`src/hw/rtl/sks_pkg.sv`:
```
// Shared types and constants for the string key selection sort block.
// Used by the controller, the datapath and the top level; no dependencies.
package sks_pkg;

  localparam int unsigned MAX_RECORDS_DEF    = 64;
  localparam int unsigned MAX_NAME_BYTES_DEF = 256;
  localparam int unsigned KEY_W              = 8;
  localparam int unsigned TAG_W              = 16;
  localparam int unsigned RCNT_W             = 7;
  localparam int unsigned CCNT_W             = 11;
  localparam int unsigned MCNT_W             = 8;
  localparam logic [MCNT_W-1:0] MOVES_PER_SWAP = MCNT_W'(3);
  localparam int unsigned S_TDATA_W          = 24;
  localparam int unsigned M_TDATA_W          = 48;

  typedef enum logic [4:0] {
    CMD_LOAD,
    CMD_START,
    CMD_INIT,
    CMD_ORD_I,
    CMD_LEN_I,
    CMD_LEN_I2,
    CMD_ORD_J,
    CMD_LEN_J,
    CMD_CMP_SETUP,
    CMD_BYTE_RD,
    CMD_BYTE_CMP,
    CMD_NEXT_J,
    CMD_SWAP_A,
    CMD_SWAP_B,
    CMD_NEXT_I,
    CMD_EMIT_ORD,
    CMD_EMIT_TAG,
    CMD_EMIT_OUT,
    CMD_EMPTY
  } cmd_e;

  typedef struct packed {
    logic term_last;
    logic cnt_zero;
    logic n_one;
    logic init_end;
    logic j_end;
    logic i_end;
    logic bytes_done;
    logic byte_ne;
    logic swap_needed;
    logic out_free;
    logic emit_last;
  } status_t;

endpackage

```
`src/hw/rtl/sks_ctrl.sv`:
```
// Sequencer for load, sort and emission of the selection sort block.
// Depends on sks_pkg; drives commands to sks_datapath.
module sks_ctrl
  import sks_pkg::*;
(
  input  logic    clk_i,
  input  logic    rst_ni,
  input  status_t status_i,
  output cmd_e    cmd_o
);

  typedef enum logic [18:0] {
    ST_LOAD      = 19'b0000000000000000001,
    ST_START     = 19'b0000000000000000010,
    ST_INIT      = 19'b0000000000000000100,
    ST_ORD_I     = 19'b0000000000000001000,
    ST_LEN_I     = 19'b0000000000000010000,
    ST_LEN_I2    = 19'b0000000000000100000,
    ST_ORD_J     = 19'b0000000000001000000,
    ST_LEN_J     = 19'b0000000000010000000,
    ST_CMP_SETUP = 19'b0000000000100000000,
    ST_BYTE_RD   = 19'b0000000001000000000,
    ST_BYTE_CMP  = 19'b0000000010000000000,
    ST_NEXT_J    = 19'b0000000100000000000,
    ST_SWAP_A    = 19'b0000001000000000000,
    ST_SWAP_B    = 19'b0000010000000000000,
    ST_NEXT_I    = 19'b0000100000000000000,
    ST_EMIT_ORD  = 19'b0001000000000000000,
    ST_EMIT_TAG  = 19'b0010000000000000000,
    ST_EMIT_OUT  = 19'b0100000000000000000,
    ST_EMPTY     = 19'b1000000000000000000
  } state_e;

  state_e state_q, state_d;

  always_comb begin
    state_d = state_q;
    cmd_o   = CMD_LOAD;
    unique case (state_q)
      ST_LOAD: begin
        cmd_o = CMD_LOAD;
        if (status_i.term_last) state_d = ST_START;
      end
      ST_START: begin
        cmd_o   = CMD_START;
        state_d = status_i.cnt_zero ? ST_EMPTY : ST_INIT;
      end
      ST_INIT: begin
        cmd_o = CMD_INIT;
        if (status_i.init_end) state_d = status_i.n_one ? ST_EMIT_ORD : ST_ORD_I;
      end
      ST_ORD_I: begin
        cmd_o   = CMD_ORD_I;
        state_d = ST_LEN_I;
      end
      ST_LEN_I: begin
        cmd_o   = CMD_LEN_I;
        state_d = ST_LEN_I2;
      end
      ST_LEN_I2: begin
        cmd_o   = CMD_LEN_I2;
        state_d = ST_ORD_J;
      end
      ST_ORD_J: begin
        cmd_o   = CMD_ORD_J;
        state_d = ST_LEN_J;
      end
      ST_LEN_J: begin
        cmd_o   = CMD_LEN_J;
        state_d = ST_CMP_SETUP;
      end
      ST_CMP_SETUP: begin
        cmd_o   = CMD_CMP_SETUP;
        state_d = ST_BYTE_RD;
      end
      ST_BYTE_RD: begin
        cmd_o   = CMD_BYTE_RD;
        state_d = status_i.bytes_done ? ST_NEXT_J : ST_BYTE_CMP;
      end
      ST_BYTE_CMP: begin
        cmd_o   = CMD_BYTE_CMP;
        state_d = status_i.byte_ne ? ST_NEXT_J : ST_BYTE_RD;
      end
      ST_NEXT_J: begin
        cmd_o   = CMD_NEXT_J;
        state_d = status_i.j_end ? ST_SWAP_A : ST_ORD_J;
      end
      ST_SWAP_A: begin
        cmd_o   = CMD_SWAP_A;
        state_d = status_i.swap_needed ? ST_SWAP_B : ST_NEXT_I;
      end
      ST_SWAP_B: begin
        cmd_o   = CMD_SWAP_B;
        state_d = ST_NEXT_I;
      end
      ST_NEXT_I: begin
        cmd_o   = CMD_NEXT_I;
        state_d = status_i.i_end ? ST_EMIT_ORD : ST_ORD_I;
      end
      ST_EMIT_ORD: begin
        cmd_o   = CMD_EMIT_ORD;
        state_d = ST_EMIT_TAG;
      end
      ST_EMIT_TAG: begin
        cmd_o   = CMD_EMIT_TAG;
        state_d = ST_EMIT_OUT;
      end
      ST_EMIT_OUT: begin
        cmd_o = CMD_EMIT_OUT;
        if (status_i.out_free) state_d = status_i.emit_last ? ST_LOAD : ST_EMIT_ORD;
      end
      ST_EMPTY: begin
        cmd_o = CMD_EMPTY;
        if (status_i.out_free) state_d = ST_LOAD;
      end
      default: begin
        cmd_o   = CMD_LOAD;
        state_d = ST_LOAD;
      end
    endcase
  end

  always_ff @(posedge clk_i or negedge rst_ni) begin
    if (!rst_ni) begin
      state_q <= ST_LOAD;
    end else begin
      state_q <= state_d;
    end
  end

endmodule

```
`config.mk`:
```
export PLATFORM = sky130hd
export DESIGN_NAME = sks_ctrl
export DESIGN_NICKNAME = d
export VERILOG_FILES = /design/src/hw/rtl/sks_pkg.sv /design/src/hw/rtl/sks_ctrl.sv
export SDC_FILE = /design/constraint.sdc
export NUM_CORES = 1
export LEC_CHECK = 0
export ABC_AREA = 1
export BUFFER_PORTS_ARGS = -buffer_cell sky130_fd_sc_hd__buf_4
export CORE_ASPECT_RATIO = 1.75
export CORE_UTILIZATION = 51
export CTS_CLUSTER_DIAMETER = 200
export CTS_CLUSTER_SIZE = 25
export DETAILED_ROUTE_END_ITERATION = 12
export PLACE_DENSITY = 0.77
export SLEW_MARGIN = 5
export SYNTH_ARGS = -nofsm -noshare
export SYNTH_HDL_FRONTEND = slang
export SYNTH_SLANG_ARGS = --single-unit
```
`constraint.sdc`:
```
create_clock -name clk_i -period 1.4 [get_ports clk_i]
set_clock_uncertainty 0.1 [all_clocks]
set_input_delay 0.07 -clock clk_i [delete_from_list [all_inputs] [get_ports clk_i]]
set_output_delay 0.07 -clock clk_i [all_outputs]
set_load 0.01 [all_outputs]
```
==> flow_summary.yaml <==
sta:
  slew_viol_final: 0
  hold_ws_ps: 22.3
  setup_slack_ps: -619
  setup-tns-final_ps: -8360
  worstMarginPinSlew_ps: 453
  finalCritPeriodShare_pct: 144
  setup_viol: 23
  slew_headroom_pct: 69.6
  rsz0062_at_grt: "yes"
  final.min_clock_period_ps: 2020
  hold_viol: 0
  max_freq_mhz: 495
synth:
  ys_seq_elements: 19
  netlist-cell-type-count: 31
  syn_avg_cell_area_um2: 7.91
  synth_nets: 202
  yosysWarningCount: 0
  yosysSeqAreaShare_pct: 31.9
  synth_cells: 189
  syn_area_um2: 1500
pwr:
  p_int_mw: 1.56
  cellPowerDensity_nw_per_um2: 1110
  p_switching_mw: 1.26
  ir_drop_mv: 0.986
  total_power_mw: 2.82
  p_leak_nw: 1.38
  switching_share_pct: 44.8
  seq_power_share_pct: 22.9
  clockPowerShare_pct: 14.6
  combPwrFrac_pct: 62.5
floorplan:
  rows: 25
  die_h_um: 73.6
  die_x_um: 42.9
  start_util_pct: 54.3
  core_area_um2: 2750
  num_io_pins: 18
  die_area_um2: 3160
setup_path:
  crit_chain: "nor2_2 > nand2_4 > nor2_8 > inv_6 > nor2_8 > nand2_4 > nand2_2 > nor2_2 > nand4_1 > buf_4"
  cp.arrival_ps: 1850
  rrSetupSlack_ps: -540
  worstSetupPathType: "reg -> out"
  path_buf_inv: 2
  rr_worst_depth: 11
  r2r-end: "state_q[0]"
  crit_slowest_cell: "dfrtp_1"
  r2r-start: "state_q[15]"
  cp.required_ps: 1230
  critPathMaxStageDelay_ps: 420
  crit_path_end_kind: "output port"
  cp_max_fo: 5
  cp-start-kind: "flip-flop"
  critPathTopFamily: "simple AND/OR/NAND/NOR gates"
layout:
  final_core_util_pct: 92.3
  diodes: 0
  top_regs: "state_q x19"
  area_growth_pct: 70.0
  largest_register_ffs: 19
  drive_gt1_share_pct: 62.6
  top_register: "state_q"
  fillerInstances: 102
  num-nets-final: 295
placed_design:
  post-place-ws_ps: -311
  port_buffers: 17
  gp_congestion: 0.918
  place_hpwl_um: 3120
grt:
  grt_antenna_before_repair: 0
  grt.overflow.total: 0
  grt_pass1_wl_um: 7220
  grt_pass1_vias: 1727
  grt_usage_pct: 30.8
  grt_start_max_net_pins: 20
worst_hold_path:
  worstHoldStart: "status_i[7]"
  holdPathEnd: "state_q[2]"
  whs_path_depth: 3
  hold_class: "in -> reg"
clock_network:
  numCtsBuffers: 3
  clock_path_buffers: 2
  htreeDepth: 1
  cts.clk_slew.worst_paths_ps: 80
  clk-insertion-delay-late_ps: 270
  clock-sinks: 19
  cts_tree: "built"
  root_buffer: "clkbuf_8"
route:
  first_iter_violations: 77
  drtPass1Iterations: 4
  via_per_inst: 5.64
  met2_wirelength_um: 3300
  routedLengthMet1_um: 2020
  drc: 0
  vias: 1738
  postRouteAntennaNets: 0
  wire_per_inst_um: 19.3
  routed.top_layer: "met4"
  wirelength_um: 5950
  wl_met3_um: 213
status:
  outcome: "finished, violations left"
  violations: "negative setup slack"
flow_run:
  maxCapViolCount: 0
-- metal layers --
metal	vias to the layer above	global-route usage (%)
li1	777	-
met1	840	27.8
met2	82	59.8
met3	39	2.95
met4	0	22.9
met5	-	0
-- logic make-up after synthesis --
group	count (synthesis)	share of synthesized area, %
and+or+nand+nor	117	50.5
buffers and inverters	38	10.0
DFF	19	31.9
AOI/OAI and AO/OA	15	7.62
-- metrics by stage --
| stage | instances | cell area (um^2) |
|---|---|---|
| 6_report | 308 | 2540 |
| 4_1_cts | 299 | 2320 |
| 2_1_floorplan | 189 | 1500 |
| 3_3_place_gp | 282 | 2030 |
| 5_1_grt | 308 | 2540 |
| 3_5_place_dp | 282 | 2030 |
-- power by group through the flow --
stage	registers, mW	logic (mW)	clock network [mW]
floorplan	0.649	0.828	0
global placement	0.646	1.25	0
detailed placement	0.651	1.30	0
CTS	0.642	1.48	0.411
global route	0.644	1.84	0.434
finish	0.645	1.76	0.411
-- Yosys cell counts, drive strengths merged --
| master | count | area share, % |
|---|---|---|
| a21oi | 1 | 0.59 |
| a31oi | 1 | 0.42 |
| dfrtp | 18 | 30 |
| dfstp | 1 | 1.8 |
| inv | 38 | 10 |
| nand2 | 47 | 18 |
| nand3 | 14 | 6.5 |
| nand3b | 1 | 1.3 |
| nand4 | 2 | 0.84 |
| nor2 | 34 | 16 |
| nor3 | 16 | 6.4 |
| nor4 | 1 | 0.42 |
| o21ai | 12 | 5.8 |
| o22ai | 1 | 0.84 |
| or2 | 1 | 0.42 |
| or3 | 1 | 0.42 |
-- worst max path at each step --
stage	from	endpoint	cells after the start
after floorplan	state_q[0]	cmd_o[1]	8
after global placement	state_q[4]	state_q[1]	10
after detailed placement	state_q[4]	state_q[1]	10
after CTS	state_q[0]	cmd_o[1]	9
after global routing	state_q[4]	cmd_o[1]	7
final	state_q[5]	cmd_o[3]	10
-- what timing repair did --
action	4_1_cts	5_1_grt
hold buffers	8	0
endpoints found under the hold margin	30	0
endpoints found under the setup margin	23	23
gates resized for setup	37	42
pin swaps	7	23
setup buffers	6	12
-- final cells by class --
cell class | count | area [um^2] | share of cell area [%]
Clock buffer | 3 | 41.3 | 1.62
Tap cell | 27 | 33.8 | 1.33
Clock inverter | 1 | 5.00 | 0.197
Timing Repair Buffer | 88 | 767 | 30.2
Sequential cell | 19 | 477 | 18.8
Inverter | 38 | 160 | 6.30
Multi-Input combinational cell | 132 | 1060 | 41.6
-- layout by cell type, fill, tap and decap left out, drive strengths merged, types with 2 or more instances in the layout --
cell type / instances
inv: 38
nand2: 47
buf: 80
nor2: 34
nor3: 16
nand4: 2
dfrtp: 18
dlygate4sd3: 8
o21ai: 12
nand3: 14
clkbuf: 3
-- worst min-delay path: cells and delay by family --
family          cells  cell delay, ps
compound gates      1              60
buf+inv             1              80
simple gates        1             150
Power figures use the tool's default switching activity.
